File: src/sv/pfd_pkg.sv
// ----------------------------------------------------------------------------
// pfd_pkg
// Shared types, widths and constants of the filtered-derivative PID drive.
// ----------------------------------------------------------------------------
package pfd_pkg;

  // fixed-point format of the coefficients and of the controller output
  localparam int COEFF_FRAC_BITS = 16;
  localparam int COEFF_W         = 32;
  localparam int Y_W             = 48;

  // field widths
  localparam int ANGLE_W  = 9;
  localparam int ERR_W    = ANGLE_W + 1;
  localparam int PWM_W    = 12;
  localparam int CV_W     = 32;
  localparam int DIR_W    = 2;

  // duty map
  localparam int DUTY_FULL_SCALE = 4095;
  localparam int DUTY_W          = $clog2(DUTY_FULL_SCALE + 1);
  localparam int DIFF_W          = PWM_W + 1;
  localparam int MAP_X_W         = DUTY_W + PWM_W;
  localparam int RECIP_W         = PWM_W + 2;
  localparam logic [RECIP_W-1:0] DUTY_RECIP =
    RECIP_W'((64'd1 << MAP_X_W) / DUTY_FULL_SCALE);

  // accumulator widths
  localparam int BPROD_W = COEFF_W + ERR_W;
  localparam int FWD_W   = BPROD_W + 2;
  localparam int APROD_W = COEFF_W + Y_W;
  localparam int FB_W    = APROD_W + 1;
  localparam int ACC_W   = FB_W + 1;
  localparam int IP_W    = Y_W + 1;

  localparam logic signed [Y_W-1:0] Y_MAX = {1'b0, {(Y_W-1){1'b1}}};
  localparam logic signed [Y_W-1:0] Y_MIN = {1'b1, {(Y_W-1){1'b0}}};

  // configuration port
  localparam int REG_IDX_W  = 3;
  localparam int CFG_DATA_W = 32;

  typedef enum logic [REG_IDX_W-1:0] {
    REG_SETPOINT = 3'd0,
    REG_COEFF_B0 = 3'd1,
    REG_COEFF_B1 = 3'd2,
    REG_COEFF_B2 = 3'd3,
    REG_COEFF_A1 = 3'd4,
    REG_COEFF_A2 = 3'd5,
    REG_PWM_MIN  = 3'd6,
    REG_PWM_MAX  = 3'd7
  } reg_idx_t;

  // reset values: Q16.16 encodings of the PID gains with derivative filter
  localparam logic [ANGLE_W-1:0]        SETPOINT_RST = 9'd150;
  localparam logic signed [COEFF_W-1:0] COEFF_B0_RST = -32'sd924582111;
  localparam logic signed [COEFF_W-1:0] COEFF_B1_RST = 32'sd1825426329;
  localparam logic signed [COEFF_W-1:0] COEFF_B2_RST = -32'sd900844218;
  localparam logic signed [COEFF_W-1:0] COEFF_A1_RST = -32'sd124041;
  localparam logic signed [COEFF_W-1:0] COEFF_A2_RST = 32'sd58505;
  localparam logic [PWM_W-1:0]          PWM_MIN_RST  = 12'd2457;
  localparam logic [PWM_W-1:0]          PWM_MAX_RST  = 12'd4095;

  typedef enum logic [DIR_W-1:0] {
    DIR_KEEP = 2'd0,
    DIR_CW   = 2'd1,
    DIR_CCW  = 2'd2
  } dir_t;

  typedef struct packed {
    logic [ANGLE_W-1:0]        setpoint;
    logic signed [COEFF_W-1:0] b0;
    logic signed [COEFF_W-1:0] b1;
    logic signed [COEFF_W-1:0] b2;
    logic signed [COEFF_W-1:0] a1;
    logic signed [COEFF_W-1:0] a2;
    logic [PWM_W-1:0]          pwm_min;
    logic [PWM_W-1:0]          pwm_max;
  } cfg_t;

  // coefficient times a 48-bit output sample, as two partial products
  function automatic logic signed [APROD_W-1:0] coeff_mul_y(
    input logic signed [COEFF_W-1:0] c,
    input logic signed [Y_W-1:0]     y
  );
    logic signed [Y_W-32-1:0]       y_hi;
    logic signed [32:0]             y_lo;
    logic signed [COEFF_W+Y_W-32-1:0] p_hi;
    logic signed [COEFF_W+33-1:0]   p_lo;
    y_hi = y[Y_W-1:32];
    y_lo = $signed({1'b0, y[31:0]});
    p_hi = c * y_hi;
    p_lo = c * y_lo;
    return (APROD_W'(p_hi) <<< 32) + APROD_W'(p_lo);
  endfunction

endpackage

File: src/sv/pfd_cfg_regs.sv
// ----------------------------------------------------------------------------
// pfd_cfg_regs
// Configuration register file: setpoint, filter coefficients and PWM range.
// ----------------------------------------------------------------------------
module pfd_cfg_regs import pfd_pkg::*; (
  input  logic                  clk,
  input  logic                  rst_n,
  input  logic                  cfg_we,
  input  logic [REG_IDX_W-1:0]  cfg_index,
  input  logic [CFG_DATA_W-1:0] cfg_wdata,
  output cfg_t                  cfg
);

  cfg_t cfg_r;
  cfg_t cfg_nxt;

  always_comb begin
    cfg_nxt = cfg_r;
    if (cfg_we) begin
      unique case (reg_idx_t'(cfg_index))
        REG_SETPOINT: cfg_nxt.setpoint = cfg_wdata[ANGLE_W-1:0];
        REG_COEFF_B0: cfg_nxt.b0       = $signed(cfg_wdata[COEFF_W-1:0]);
        REG_COEFF_B1: cfg_nxt.b1       = $signed(cfg_wdata[COEFF_W-1:0]);
        REG_COEFF_B2: cfg_nxt.b2       = $signed(cfg_wdata[COEFF_W-1:0]);
        REG_COEFF_A1: cfg_nxt.a1       = $signed(cfg_wdata[COEFF_W-1:0]);
        REG_COEFF_A2: cfg_nxt.a2       = $signed(cfg_wdata[COEFF_W-1:0]);
        REG_PWM_MIN:  cfg_nxt.pwm_min  = cfg_wdata[PWM_W-1:0];
        REG_PWM_MAX:  cfg_nxt.pwm_max  = cfg_wdata[PWM_W-1:0];
        default: ;
      endcase
    end
  end

  always_ff @(posedge clk) begin
    if (!rst_n) begin
      cfg_r.setpoint <= SETPOINT_RST;
      cfg_r.b0       <= COEFF_B0_RST;
      cfg_r.b1       <= COEFF_B1_RST;
      cfg_r.b2       <= COEFF_B2_RST;
      cfg_r.a1       <= COEFF_A1_RST;
      cfg_r.a2       <= COEFF_A2_RST;
      cfg_r.pwm_min  <= PWM_MIN_RST;
      cfg_r.pwm_max  <= PWM_MAX_RST;
    end else begin
      cfg_r <= cfg_nxt;
    end
  end

  assign cfg = cfg_r;

endmodule

File: config.mk
export PLATFORM = sky130hd
export DESIGN_NAME = pfd_cfg_regs
export DESIGN_NICKNAME = d
export VERILOG_FILES = /design/src/sv/pfd_pkg.sv /design/src/sv/pfd_cfg_regs.sv
export SDC_FILE = /design/constraint.sdc
export NUM_CORES = 1
export LEC_CHECK = 0
export BUFFER_PORTS_ARGS = -buffer_cell sky130_fd_sc_hd__buf_2
export CORE_ASPECT_RATIO = 0.8
export CORE_MARGIN = 4
export CORE_UTILIZATION = 44
export CTS_BUF_LIST = sky130_fd_sc_hd__clkbuf_4 sky130_fd_sc_hd__clkbuf_8
export CTS_CLUSTER_DIAMETER = 120
export DETAILED_ROUTE_END_ITERATION = 8
export PLACE_DENSITY_LB_ADDON = 0.1
export SLEW_MARGIN = 10
export SYNTH_ARGS = -nofsm -noshare
export SYNTH_HDL_FRONTEND = slang
export SYNTH_SLANG_ARGS = --single-unit
File: constraint.sdc
create_clock -name clk -period 1.8 [get_ports clk]
set_input_delay 0.09 -clock clk [delete_from_list [all_inputs] [get_ports clk]]
set_output_delay 0.09 -clock clk [all_outputs]
set_load 0.02 [all_outputs]
==> metrics.md <==
| Metric | Value |
|---|---|
| Avg WL per Cell | 18.0 µm |
| Largest delay contributor family on the critical path | flip-flops |
| Endpoint class of the critical path | output port |
| Top post-synthesis cells by area | dfxtp_1 51%, mux2i_1 26%, nor2b_1 11% |
| Synth Net Count | 747 |
| Total wire length | 21400 µm |
| Status | finished clean |
| Max reg flops | 193 |
| Clock power share | 0.338 |
| Ant diodes | 0 |
| Post-synth top area share | 0.514 |
| Initial antenna violation count | 0 |
| Combinational Power Share | 0.101 |
| DRC | 0 |
| Measured slew at the worst slew-check pin | 490 ps |
| HPWL Detailed | 15300 µm |
| Share of cells above drive strength 1 | 0.295 |
| Vias | 5828 |
| PortBufs | 230 |
| Max Clock Skew | 0 ps |
| Slew Viols, Final | 0 |
| Critical path cell sequence | buf_2 |
| Setup Viol. Count Final | 0 |
| Die area | 0.0193 mm² |
| Nets | 996 |
| Max VDD drop | 0.503 mV |
| Max H-tree Level | 4 |
| Pin count of the biggest net entering global routing | 74 |
| Clk_lat worst skew | 450 ps |
| Core Region | 0.0167 mm² |
| Vias per cell | 4.90 |
| Sequential power share | 0.561 |
| Max-cap check violation count | 0 |
| Fmax | 874 MHz |
| Row cnt | 42 |
| Worst min-delay path category | in2reg |
| CTS tree | yes |
| Number of fill cells | 1451 |
| Seq cells post-synth | 193 |
| Fin. Hold Viols | 0 |
| CTS Buffer Depth | 2 |
| Remaining global-route overflow | 0 |
| Worst setup SP type | flop |
| CP Max Fanout | 2 |
| Data arrival time of the worst path | 1050 ps |
| Hold depth | 3 |
| Root Buffer | clkbuf_8 |
| Sequential-to-total area share from yosys stat | 0.514 |
| Post-CTS Repair Setup Buffers | 0 |
| P_sw | 2000 µW |
| First-pass GRT wire length | 33100 µm |
| Initial drt markers | 247 |
| Layout area overhead | 27.7% |
| Switching portion of total power | 0.254 |
| Cells after Synth | 709 |
| Die height | 125 µm |
| Reg2reg setup slack | 1100 ps |
| Synth Cell Area | 0.00752 mm² |
| Pre-antenna DRT Iters | 5 |
| Tot GR Track Use | 0.217 |
| Die W | 154 µm |
| Synth warn | 0 |
| Setup TNS | 0 ps |
| Rel. slew slack | 0.673 |
| CTS Buf Count | 17 |
| R2R cell count | 2 |
| Non-Filler Instances | 1189 |
| Int Power | 5870 µW |
| Unique masters post-synth | 14 |
| Antenna-violating nets left | 0 |
| Final clock period utilization by the worst path | 0.635 |
| Gpl congestion | 0.785 |
| Worst Path Required | 1710 ps |
| Avg Cell Area, Syn | 10.6 µm² |
| Cells after DPL | 1127 |
| Critical Path Stages | 1 |
| Pleak | 0.00460 µW |
| Vias in the first global route | 6015 |
| Starting Density | 0.451 |
| Worst-path clk slew | 90 ps |
| Power Dens Cells | 820 mW/mm² |
| Final Critical Period | 1140 ps |
| CTS sink count | 193 |
| CP max-delay cell | dfxtp_1 |
| Crit path buf inv count | 1 |
| Synth area leader | dfxtp_1 |
| Top Ports | 231 |
| Crit path largest cell delay | 400 ps |
| Unrepaired setup endpoints after global routing | false |
| WS Path Type | reg2out |
## power by group through the flow
stage / sequential [µW] / clock (µW) / combinational, µW
3_3_place_gp: 4510 / 0 / 725
6_report: 4420 / 2660 / 792
4_1_cts: 4420 / 2740 / 796
2_1_floorplan: 4620 / 0 / 349
3_5_place_dp: 4520 / 0 / 740
5_1_grt: 4430 / 2920 / 850
## routing by layer
metal | up-vias | share of wire | GRT usage
met5 | - | 0 | 0
met4 | 0 | 0.016 | 0.0717
met3 | 27 | 0.074 | 0.0629
met2 | 169 | 0.47 | 0.350
met1 | 2800 | 0.44 | 0.280
li1 | 2832 | - | -
## cell type report
class                      count  area, µm²  area share
sequential                   193       3860       0.402
clock inverter                 9       85.1     0.00886
clock buffer                  21        277      0.0288
timing repair buffer         283       1710       0.178
multi-input combinational    463       3390       0.353
tap                          220        275      0.0287
## cells in the mapped netlist (all sizes together)
master / count
dfxtp: 193
buf: 25
nand4: 1
nand4b: 3
nand4bb: 3
nor2b: 137
and4bb: 3
or4b: 1
nand2: 120
mux2i: 193
clkbuf: 28
and4b: 2
## placed cells by master, fill, tap and decap left out
master	netlist	layout
nand2_1	120	120
dfxtp_1	193	193
or4b_4	1	1
dlygate4sd3_1	0	32
nor2b_1	137	137
buf_2	10	229
buf_6	3	1
clkinv_4	0	1
clkinvlp_4	0	3
and4b_1	2	2
nand4b_1	3	3
nand4_1	1	1
clkbuf_4	0	2
nand4bb_4	0	1
buf_4	12	15
inv_6	0	1
and4bb_2	3	3
nand4bb_1	3	2
mux2i_1	193	193
clkbuf_8	0	19
buf_12	0	6
bufinv_16	0	1
clkinv_2	0	3
## worst paths after layout
check	startpoint	endpoint
worst min-delay path	rst_n	cfg[151]$_SDFFE_PN0P_
worst min register to register	cfg[32]$_SDFFE_PN0P_	cfg[32]$_SDFFE_PN0P_
worst max-delay path	cfg[131]$_SDFFE_PN1P_	cfg[131]
worst max register to register	cfg[185]$_SDFFE_PN1P_	cfg[185]$_SDFFE_PN1P_
## through the flow
stage | hold slack, ps | util | setup WS, ps | total power (µW) | instance area [µm²]
finish | 78.4 | 0.577 | 656 | 7870 | 9600
floorplan | 232 | - | 738 | 4970 | 7520
global route | 88.2 | 0.577 | 575 | 8200 | 9600
CTS | 55.9 | 0.577 | 620 | 7950 | 9600
global placement | 365 | 0.536 | 531 | 5240 | 8920
detailed placement | 378 | 0.536 | 452 | 5260 | 8920
## kinds of logic (layout without fill, tap and decap cells)
logic type / count (synthesis) / after routing / share of synthesized area
multiplexers: 193 / 193 / 0.257
AND/OR/NAND/NOR: 270 / 270 / 0.192
flip-flops: 193 / 193 / 0.514
buffers and inverters: 53 / 313 / 0.0371
## repair_timing
action / in CTS / in global routing
hold buffers: 32 / 0
endpoints found under the hold margin: 154 / 0
gates resized for setup: 0 / 0
Note: power is estimated with default switching activity, not from simulation.
