## src/sv/pfd_pkg.sv

```systemverilog
// ----------------------------------------------------------------------------
// pfd_pkg
// Shared types, widths and constants of the filtered-derivative PID drive.
// ----------------------------------------------------------------------------
package pfd_pkg;

  // fixed-point format of the coefficients and of the controller output
  localparam int COEFF_FRAC_BITS = 16;
  localparam int COEFF_W         = 32;
  localparam int Y_W             = 48;

  // field widths
  localparam int ANGLE_W  = 9;
  localparam int ERR_W    = ANGLE_W + 1;
  localparam int PWM_W    = 12;
  localparam int CV_W     = 32;
  localparam int DIR_W    = 2;

  // duty map
  localparam int DUTY_FULL_SCALE = 4095;
  localparam int DUTY_W          = $clog2(DUTY_FULL_SCALE + 1);
  localparam int DIFF_W          = PWM_W + 1;
  localparam int MAP_X_W         = DUTY_W + PWM_W;
  localparam int RECIP_W         = PWM_W + 2;
  localparam logic [RECIP_W-1:0] DUTY_RECIP =
    RECIP_W'((64'd1 << MAP_X_W) / DUTY_FULL_SCALE);

  // accumulator widths
  localparam int BPROD_W = COEFF_W + ERR_W;
  localparam int FWD_W   = BPROD_W + 2;
  localparam int APROD_W = COEFF_W + Y_W;
  localparam int FB_W    = APROD_W + 1;
  localparam int ACC_W   = FB_W + 1;
  localparam int IP_W    = Y_W + 1;

  localparam logic signed [Y_W-1:0] Y_MAX = {1'b0, {(Y_W-1){1'b1}}};
  localparam logic signed [Y_W-1:0] Y_MIN = {1'b1, {(Y_W-1){1'b0}}};

  // configuration port
  localparam int REG_IDX_W  = 3;
  localparam int CFG_DATA_W = 32;

  typedef enum logic [REG_IDX_W-1:0] {
    REG_SETPOINT = 3'd0,
    REG_COEFF_B0 = 3'd1,
    REG_COEFF_B1 = 3'd2,
    REG_COEFF_B2 = 3'd3,
    REG_COEFF_A1 = 3'd4,
    REG_COEFF_A2 = 3'd5,
    REG_PWM_MIN  = 3'd6,
    REG_PWM_MAX  = 3'd7
  } reg_idx_t;

  // reset values: Q16.16 encodings of the PID gains with derivative filter
  localparam logic [ANGLE_W-1:0]        SETPOINT_RST = 9'd150;
  localparam logic signed [COEFF_W-1:0] COEFF_B0_RST = -32'sd924582111;
  localparam logic signed [COEFF_W-1:0] COEFF_B1_RST = 32'sd1825426329;
  localparam logic signed [COEFF_W-1:0] COEFF_B2_RST = -32'sd900844218;
  localparam logic signed [COEFF_W-1:0] COEFF_A1_RST = -32'sd124041;
  localparam logic signed [COEFF_W-1:0] COEFF_A2_RST = 32'sd58505;
  localparam logic [PWM_W-1:0]          PWM_MIN_RST  = 12'd2457;
  localparam logic [PWM_W-1:0]          PWM_MAX_RST  = 12'd4095;

  typedef enum logic [DIR_W-1:0] {
    DIR_KEEP = 2'd0,
    DIR_CW   = 2'd1,
    DIR_CCW  = 2'd2
  } dir_t;

  typedef struct packed {
    logic [ANGLE_W-1:0]        setpoint;
    logic signed [COEFF_W-1:0] b0;
    logic signed [COEFF_W-1:0] b1;
    logic signed [COEFF_W-1:0] b2;
    logic signed [COEFF_W-1:0] a1;
    logic signed [COEFF_W-1:0] a2;
    logic [PWM_W-1:0]          pwm_min;
    logic [PWM_W-1:0]          pwm_max;
  } cfg_t;

  // coefficient times a 48-bit output sample, as two partial products
  function automatic logic signed [APROD_W-1:0] coeff_mul_y(
    input logic signed [COEFF_W-1:0] c,
    input logic signed [Y_W-1:0]     y
  );
    logic signed [Y_W-32-1:0]       y_hi;
    logic signed [32:0]             y_lo;
    logic signed [COEFF_W+Y_W-32-1:0] p_hi;
    logic signed [COEFF_W+33-1:0]   p_lo;
    y_hi = y[Y_W-1:32];
    y_lo = $signed({1'b0, y[31:0]});
    p_hi = c * y_hi;
    p_lo = c * y_lo;
    return (APROD_W'(p_hi) <<< 32) + APROD_W'(p_lo);
  endfunction

endpackage

```

## src/sv/pfd_duty_map.sv

```systemverilog
// ----------------------------------------------------------------------------
// pfd_duty_map
// Direction, truncated control value and PWM duty from the controller
// output; divide by full scale via a reciprocal multiply and one correction.
// ----------------------------------------------------------------------------
module pfd_duty_map import pfd_pkg::*; (
  input  logic                   clk,
  input  logic                   rst_n,
  input  cfg_t                   cfg,
  input  logic                   y_valid,
  output logic                   y_ready,
  input  logic signed [Y_W-1:0]  y_value,
  output logic                   out_valid,
  input  logic                   out_ready,
  output dir_t                   out_direction,
  output logic [PWM_W-1:0]       out_duty,
  output logic signed [CV_W-1:0] out_control_value
);

  // product stage
  logic                   a_valid_r;
  dir_t                   a_dir_r;
  logic signed [CV_W-1:0] a_cv_r;
  logic                   a_neg_r;
  logic [MAP_X_W-1:0]     a_x_r;
  // reciprocal stage
  logic                   b_valid_r;
  dir_t                   b_dir_r;
  logic signed [CV_W-1:0] b_cv_r;
  logic                   b_neg_r;
  logic [MAP_X_W-1:0]     b_x_r;
  logic [PWM_W-1:0]       b_q0_r;
  // result register
  logic                   o_valid_r;
  dir_t                   o_dir_r;
  logic [PWM_W-1:0]       o_duty_r;
  logic signed [CV_W-1:0] o_cv_r;

  logic en_a, en_b, en_o;

  dir_t                     dir_nxt;
  logic signed [IP_W-1:0]   ip;
  logic [IP_W-1:0]          ip_abs;
  logic [DUTY_W-1:0]        mag;
  logic signed [CV_W-1:0]   cv_nxt;
  logic signed [DIFF_W-1:0] diff;
  logic [PWM_W-1:0]         diff_abs;
  logic [MAP_X_W-1:0]       x_nxt;
  logic [MAP_X_W+RECIP_W-1:0] recip_prod;
  logic [MAP_X_W-1:0]       rem;
  logic [PWM_W-1:0]         q;
  logic [PWM_W-1:0]         duty_nxt;

  assign en_o    = !o_valid_r || out_ready;
  assign en_b    = !b_valid_r || en_o;
  assign en_a    = !a_valid_r || en_b;
  assign y_ready = en_a;

  // truncate toward zero: bias negative values before the arithmetic shift
  assign ip = (IP_W'(y_value) + (y_value[Y_W-1] ? IP_W'((1 << COEFF_FRAC_BITS) - 1)
                                                : IP_W'(0))) >>> COEFF_FRAC_BITS;
  assign ip_abs = ip[IP_W-1] ? IP_W'(-ip) : IP_W'(ip);
  assign mag = (ip_abs > IP_W'(DUTY_FULL_SCALE)) ? DUTY_W'(DUTY_FULL_SCALE)
                                                 : ip_abs[DUTY_W-1:0];

  always_comb begin
    if (ip > IP_W'($signed({1'b0, {(CV_W-1){1'b1}}}))) begin
      cv_nxt = {1'b0, {(CV_W-1){1'b1}}};
    end else if (ip < -IP_W'($signed({1'b0, 1'b1, {(CV_W-1){1'b0}}}))) begin
      cv_nxt = {1'b1, {(CV_W-1){1'b0}}};
    end else begin
      cv_nxt = ip[CV_W-1:0];
    end
  end

  always_comb begin
    if (y_value[Y_W-1])     dir_nxt = DIR_CCW;
    else if (|y_value)      dir_nxt = DIR_CW;
    else                    dir_nxt = DIR_KEEP;
  end

  assign diff     = $signed({1'b0, cfg.pwm_max}) - $signed({1'b0, cfg.pwm_min});
  assign diff_abs = diff[DIFF_W-1] ? PWM_W'(-diff) : diff[PWM_W-1:0];
  assign x_nxt    = MAP_X_W'(mag) * MAP_X_W'(diff_abs);

  // q0 is the quotient or one below it
  assign recip_prod = (MAP_X_W+RECIP_W)'(a_x_r) * (MAP_X_W+RECIP_W)'(DUTY_RECIP);

  assign rem = b_x_r - MAP_X_W'(b_q0_r) * MAP_X_W'(DUTY_FULL_SCALE);
  assign q   = (rem >= MAP_X_W'(DUTY_FULL_SCALE)) ? b_q0_r + PWM_W'(1) : b_q0_r;
  assign duty_nxt = b_neg_r ? cfg.pwm_min - q : cfg.pwm_min + q;

  always_ff @(posedge clk) begin
    if (!rst_n) begin
      a_valid_r <= 1'b0;
      b_valid_r <= 1'b0;
      o_valid_r <= 1'b0;
    end else begin
      if (en_a) a_valid_r <= y_valid;
      if (en_b) b_valid_r <= a_valid_r;
      if (en_o) o_valid_r <= b_valid_r;
    end
  end

  always_ff @(posedge clk) begin
    if (en_a && y_valid) begin
      a_dir_r <= dir_nxt;
      a_cv_r  <= cv_nxt;
      a_neg_r <= diff[DIFF_W-1];
      a_x_r   <= x_nxt;
    end
    if (en_b && a_valid_r) begin
      b_dir_r <= a_dir_r;
      b_cv_r  <= a_cv_r;
      b_neg_r <= a_neg_r;
      b_x_r   <= a_x_r;
      b_q0_r  <= recip_prod[MAP_X_W+PWM_W-1:MAP_X_W];
    end
    if (en_o && b_valid_r) begin
      o_dir_r  <= b_dir_r;
      o_cv_r   <= b_cv_r;
      o_duty_r <= duty_nxt;
    end
  end

  assign out_valid         = o_valid_r;
  assign out_direction     = o_dir_r;
  assign out_duty          = o_duty_r;
  assign out_control_value = o_cv_r;

endmodule

```

## config.mk

```make
export PLATFORM = sky130hd
export DESIGN_NAME = pfd_duty_map
export DESIGN_NICKNAME = d
export VERILOG_FILES = /design/src/sv/pfd_pkg.sv /design/src/sv/pfd_duty_map.sv
export SDC_FILE = /design/constraint.sdc
export NUM_CORES = 1
export LEC_CHECK = 0
export ABC_AREA = 1
export BUFFER_PORTS_ARGS = -buffer_cell sky130_fd_sc_hd__buf_2
export CAP_MARGIN = 25
export CORE_MARGIN = 5
export CORE_UTILIZATION = 54
export CTS_CLUSTER_DIAMETER = 60
export DETAILED_ROUTE_END_ITERATION = 8
export PLACE_DENSITY = 0.76
export SYNTH_ARGS = -nofsm -noshare
export SYNTH_HDL_FRONTEND = slang
export SYNTH_SLANG_ARGS = --single-unit
```

## constraint.sdc

```tcl
create_clock -name clk -period 8.5 [get_ports clk]
set_input_delay 0.425 -clock clk [delete_from_list [all_inputs] [get_ports clk]]
set_output_delay 0.425 -clock clk [all_outputs]
set_load 0.01 [all_outputs]
```

==> impl_metrics.tcl, run 1 <==
set metrics [dict create \
    outcome "finished clean" \
    io_buffers 123 \
    ys_types 46 \
    clock_latency_ns 0.44 \
    place_inst 3467 \
    row_count 72 \
    drv_slew 0 \
    layout_setup_ws_ns 0.359 \
    avgSynthCellArea_sq_um 8.13 \
    synth_ff_type "edfxtp_1" \
    synth_top_area_share_pct 25.2 \
    ys.warnings.count 0 \
    busiest_layer "met2" \
    register_area_sq_mm 0.00535 \
    hold_path.class "in2reg" \
    ios 293 \
    r2r_start "b_q0_r[9]" \
    grt_util_met1_pct 37.0 \
    syn-instance-count 2580 \
    post-route-drc-count 0 \
    dp_hpwl_mm 48.6 \
    die_area_sq_mm 0.0429 \
    hold_start "rst_n" \
    period_needed_ns 8.14 \
    cts_num_sinks 179 \
    cts_buffers 17 \
    tightest_slew_ns 0.944 \
    drv_cap 0 \
    cp.required_ns 8.69 \
    synth_edf_count 176 \
    clkSlewWorstSetupHoldPaths_ns 0.07 \
    syn-num-nets 3235 \
    fmax_mhz 123 \
    antenna_found_initial 4 \
    fp.dieH_um 207 \
    start_util_pct 54.4 \
    slew_headroom_pct 37.0 \
    grt_use_total_pct 26.4 \
    skew_ns 0.0106 \
    whs_endpoint "a_valid_r" \
    postRouteAntennaNets 0 \
    gp_congestion 1.00 \
    dr.first_iter.drc_count 1310 \
    root_buffer "clkbuf_16" \
    critical_path_class "reg2reg" \
    drive_above_1_share_pct 22.1 \
    synth-async-reset-ratio_pct 0 \
    gr-usage-met3_pct 2.60 \
    worstSetupStartpointType "register" \
    grt_pass1_wl_mm 93.2 \
    period_share_pct 95.8 \
    finalHoldViolCount 0 \
    crit_arrival_ns 8.34 \
    post-place-ws_ns -0.388 \
    setup_viol 0 \
    vias_per_cell 5.29 \
    ys_seq_area_share_pct 25.5 \
    fillers 3188 \
    tritoncts "done" \
    nets 3642 \
    rrSetupSlack_ns 0.36 \
    synth_area_leaders "edfxtp_1 25%, fa_1 19%, ha_1 13%, nand2_1 12%, inv_1 9.0%" \
    multi_input_area_sq_mm 0.0142 \
    grt_max_degree 72 \
    instances_no_fill 3518 \
    fin_tns_setup_ns 0 \
    overflow 0 \
    reg2reg_depth 45 \
    antenna_cells 0 \
    grtUsageMet2_pct 44.2 \
    grt_pass1_vias 18498 \
    area_growth_pct 22.3 \
    cpPeakStageDelay_ns 0.54 \
    cp_slowest_cell "fa_1" \
    firstDrtPassIters 6 \
    crit_path_end_kind "register" \
    ctsHtreeMaxLevel 4 \
    holdBufCountCts 0 \
    vias 18626 \
    whs_path_depth 3 \
    synth_area_sq_mm 0.0210 \
    finalWirelength_mm 58.4 \
    ys_ff_latch 179 \
    yosysTopAreaCell "edfxtp_1" \
    crit_path_frequent_cell "nand2_1" \
    placeableCoreArea_sq_mm 0.0386 \
    hold_slack_ns 0.241 \
    wl_per_cell_um 16.6 \
    clockBufferDepth 2 \
    die_w_um 207 \
    r2r-end "out_duty[11]" \
    crit_fanout 5 \
]
## cell type report
class	instances	area share (%)
Sequential cell	179	20.8
Tap cell	518	2.52
Inverter	530	7.81
Timing Repair Buffer	409	11.1
Clock inverter	15	0.697
Multi-Input combinational cell	1850	55.4
Clock buffer	17	1.66
## logic make-up (layout without fill, tap and decap cells)
group | Yosys count | in the layout | share of synthesized area (%)
DFF | 179 | 179 | 25.5
and+or+nand+nor | 1121 | 1121 | 23.3
xor gates and xnor gates | 95 | 95 | 3.96
AOI/OAI and AO/OA | 224 | 224 | 5.68
buffers and inverters | 551 | 971 | 10.2
adders and majority gates | 410 | 410 | 31.4
## timing repair
item / CTS / global route
gates resized for setup: 16 / 176
pin swaps: 2 / 39
setup endpoints to repair: 1 / 12
buffers inserted: 1 / 17
cloned: 0 / 1
## worst max path at each step
| stage | startpoint | endpoint |
|---|---|---|
| finish | b_q0_r[9] | out_duty[11] |
| global route | b_q0_r[9] | out_duty[11] |
| CTS | b_q0_r[6] | out_duty[11] |
| detailed placement | y_value[47] | a_x_r[23] |
| global placement | y_value[47] | a_x_r[23] |
| floorplan | y_value[15] | a_x_r[22] |
## cell usage in the layout, fill, tap and decap left out, drive strengths merged, types with 28 or more instances in the layout
master,count
xor2,67
nor2,183
a21oi,147
o21ai,49
ha,216
nand2,686
nor3,32
buf,408
nand3,141
inv,531
nand4,40
fa,194
xnor2,28
edfxtp,176
## layer usage
layer	vias to the layer above	routed length (um)
met1	8859	25200
li1	8989	-
met3	92	3810
met2	682	28000
met4	4	1360
met5	-	25
## Yosys cell counts (4+ instances only)
| cell type | count |
|---|---|
| ha_1 | 216 |
| nor2_4 | 6 |
| nand3b_1 | 14 |
| o21bai_1 | 10 |
| fa_1 | 194 |
| nand4_1 | 38 |
| o21ai_1 | 8 |
| xor2_1 | 67 |
| clkbuf_1 | 10 |
| nor2_2 | 12 |
| nor4_1 | 19 |
| a21o_1 | 6 |
| nand3_2 | 6 |
| clkinv_1 | 7 |
| inv_1 | 505 |
| nand3_1 | 135 |
| a21oi_1 | 147 |
| edfxtp_1 | 176 |
| o21ai_0 | 41 |
| nor3_1 | 28 |
| inv_2 | 18 |
| buf_2 | 4 |
| nor2_1 | 165 |
| nand2_4 | 9 |
| nand2_2 | 16 |
| nand2_1 | 661 |
| xnor2_1 | 28 |
## through the flow
step | instance area [sq um] | util [%]
after floorplan | 21000 | -
after global placement | 24100 | 62.6
after detailed placement | 24100 | 62.6
after CTS | 24800 | 64.2
after global routing | 25700 | 66.6
final | 25700 | 66.6
## worst max-delay path, delay by kind of cell (launching register included)
| kind | cells | cell delay (ns) |
|---|---|---|
| adders and majority gates | 8 | 3.33 |
| AOI/OAI and AO/OA | 6 | 0.76 |
| DFF | 1 | 0.43 |
| xor gates and xnor gates | 3 | 0.54 |
| and+or+nand+nor | 19 | 1.83 |
| buffers and inverters | 9 | 1.03 |
## registers in the layout (all words and copies together) (netlist names)
name	count
a_cv_r	32
b_cv_r	32
out_control_value	32
a_x_r	24
b_x_r	24
b_q0_r	12
out_duty	12
a_dir_r	2
b_dir_r	2
out_direction	2
a_neg_r	1
a_valid_r	1
b_neg_r	1
b_valid_r	1
out_valid	1
Power of run 1 is left out: the tool's default activity adds up to more than one toggle a clock period on the data nets, which glitch-free logic cannot reach.
==> run 2, diff against run 1 <==
- ABC_CLOCK_PERIOD_IN_PS: default -> 6650
- clock period: 8.5 -> 6.65 ns (I/O delays scaled with it)
==> run 2 against run 1 <==
- the flow now finishes with violations (negative setup slack)
- worst hold slack got worse by 0.075 ns
- via count rose by 12%
- register-to-register slack got worse by 1.9 ns
- wire length rose by 25%
- count of clock-buffer cells in the layout did not move
- fmax fell by 0.40%
- first-iteration DRC count rose by 54%
- critical path depth fell by 5
- final area rose by 16%
- critical endpoint unchanged
- largest cell class unchanged
==> impl_metrics.tcl, run 2 (same netlist as run 1, synthesis figures left out) <==
set metrics [dict create \
    postRouteAntennaNets 0 \
    ctsHtreeMaxLevel 4 \
    layout_setup_ws_ns -1.52 \
    ios 293 \
    drv_slew 0 \
    clkSlewWorstSetupHoldPaths_ns 0.07 \
    grt_max_degree 72 \
    cp_slowest_cell "fa_2" \
    dr.first_iter.drc_count 2019 \
    gp_congestion 0.992 \
    setup_viol 25 \
    placeableCoreArea_sq_mm 0.0386 \
    final_common_cell "buf_4" \
    reg2reg_depth 40 \
    start_util_pct 54.4 \
    cts_buffers 17 \
    period_needed_ns 8.17 \
    rrSetupSlack_ns -1.52 \
    finalHoldViolCount 0 \
    overflow 0 \
    critical_path_class "reg2reg" \
    grt_pass1_wl_mm 109 \
    finalWirelength_mm 72.9 \
    tightest_slew_ns 0.916 \
    r2r-end "out_duty[11]" \
    wl_per_cell_um 19.0 \
    vias 20833 \
    final_util_pct 77.4 \
    slew_headroom_pct 38.9 \
    vias_per_cell 5.43 \
    row_count 72 \
    firstDrtPassIters 6 \
    mostFrequentLayoutCells "562 x buf_4, 514 x nand2_1, 470 x inv_1" \
    endpoint "out_duty[11]" \
    area_growth_pct 42.1 \
    r2r_start "b_q0_r[11]" \
    startpoint "b_q0_r[11]" \
    fmax_mhz 122 \
    hold_start "rst_n" \
    post-place-ws_ns -1.67 \
    antenna_cells 0 \
    violations "negative setup slack" \
    skew_ns 0.0172 \
    die_area_sq_mm 0.0429 \
    crit_fanout 7 \
    crit_arrival_ns 8.39 \
    tritoncts "done" \
    root_buffer "clkbuf_16" \
    die_w_um 207 \
    nets 3960 \
    period_share_pct 123 \
    clockBufferDepth 2 \
    grt_setup_unrepaired "yes" \
    grt_use_total_pct 31.4 \
    hold_path.class "in2reg" \
    outcome "finished, violations left" \
    post-route-drc-count 0 \
    fin_area_sq_mm 0.0298 \
    worstSetupStartpointType "register" \
    dp_hpwl_mm 54.6 \
    grt_pass1_vias 20959 \
    dpl-instance-area_sq_mm 0.0268 \
    fp.dieH_um 207 \
    io_buffers 123 \
    cp.required_ns 6.87 \
    drv_cap 0 \
    antenna_found_initial 0 \
    cts_num_sinks 179 \
    clock_latency_ns 0.46 \
    crit_path_end_kind "register" \
    cpPeakStageDelay_ns 0.63 \
    holdBufCountCts 0 \
    drive_above_1_share_pct 38.4 \
]
run 2: cell types whose count changed in the layout (fill, tap and decap cells not counted), moves of 23 or more:
cell	before	now
a21oi_1	130	97
buf_4	280	562
buf_6	1	31
inv_2	28	51
nand2_1	625	514
nand2_2	49	124
nand2_4	12	44
nor2_1	142	106
run 2: stage by stage:
| step | hold slack [ns] | setup TNS, ns | cells |
|---|---|---|---|
| final | 0.166 | -17.63 | 3836 |
| after global placement | 0.402 | -25.18 | 3735 |
| after detailed placement | 0.405 | -27.90 | 3736 |
| after floorplan | 0.400 | -4.11 | 2580 |
| after CTS | 0.157 | -11.12 | 3813 |
| after global routing | 0.186 | -25.01 | 3836 |
run 2: per-layer routing:
metal	up-vias	global-route usage (%)	wire, um
li1	9618	-	-
met1	9904	42.1	29500
met2	1026	53.1	34800
met3	285	4.27	5200
met4	0	10.3	3470
met5	-	0	0
run 2: area by class of cell:
cell class,count,area (sq um)
Clock buffer,17,425
Clock inverter,15,143
Fill cell,2543,8730
Inverter,530,2000
Multi-Input combinational cell,1850,15900
Sequential cell,179,5350
Tap cell,518,648
Timing Repair Buffer,727,5410
run 2: what timing repair did:
action,CTS,global route
pin swaps,187,119
buffers inserted,51,36
endpoints found under the setup margin,28,29
gates resized for setup,264,221
cloned,1,0
run 2: worst min-delay path by stage:
stage,to,slack (ns),cells past startpoint
6_report,out_valid,0.17,3
5_1_grt,a_valid_r,0.19,3
2_1_floorplan,b_cv_r[0],0.40,0
3_5_place_dp,b_cv_r[10],0.40,0
3_3_place_gp,out_control_value[14],0.40,0
4_1_cts,out_valid,0.16,3
run 2: critical path: cells and delay by family (launching register included):
| kind | cells | cell delay [ns] |
|---|---|---|
| adders and majority gates | 7 | 3.27 |
| and+or+nand+nor | 15 | 1.73 |
| DFF | 1 | 0.49 |
| buffers and inverters | 9 | 0.92 |
| xor gates and xnor gates | 3 | 0.59 |
| AOI/OAI and AO/OA | 6 | 0.95 |
Power of run 2 is left out for the same reason.
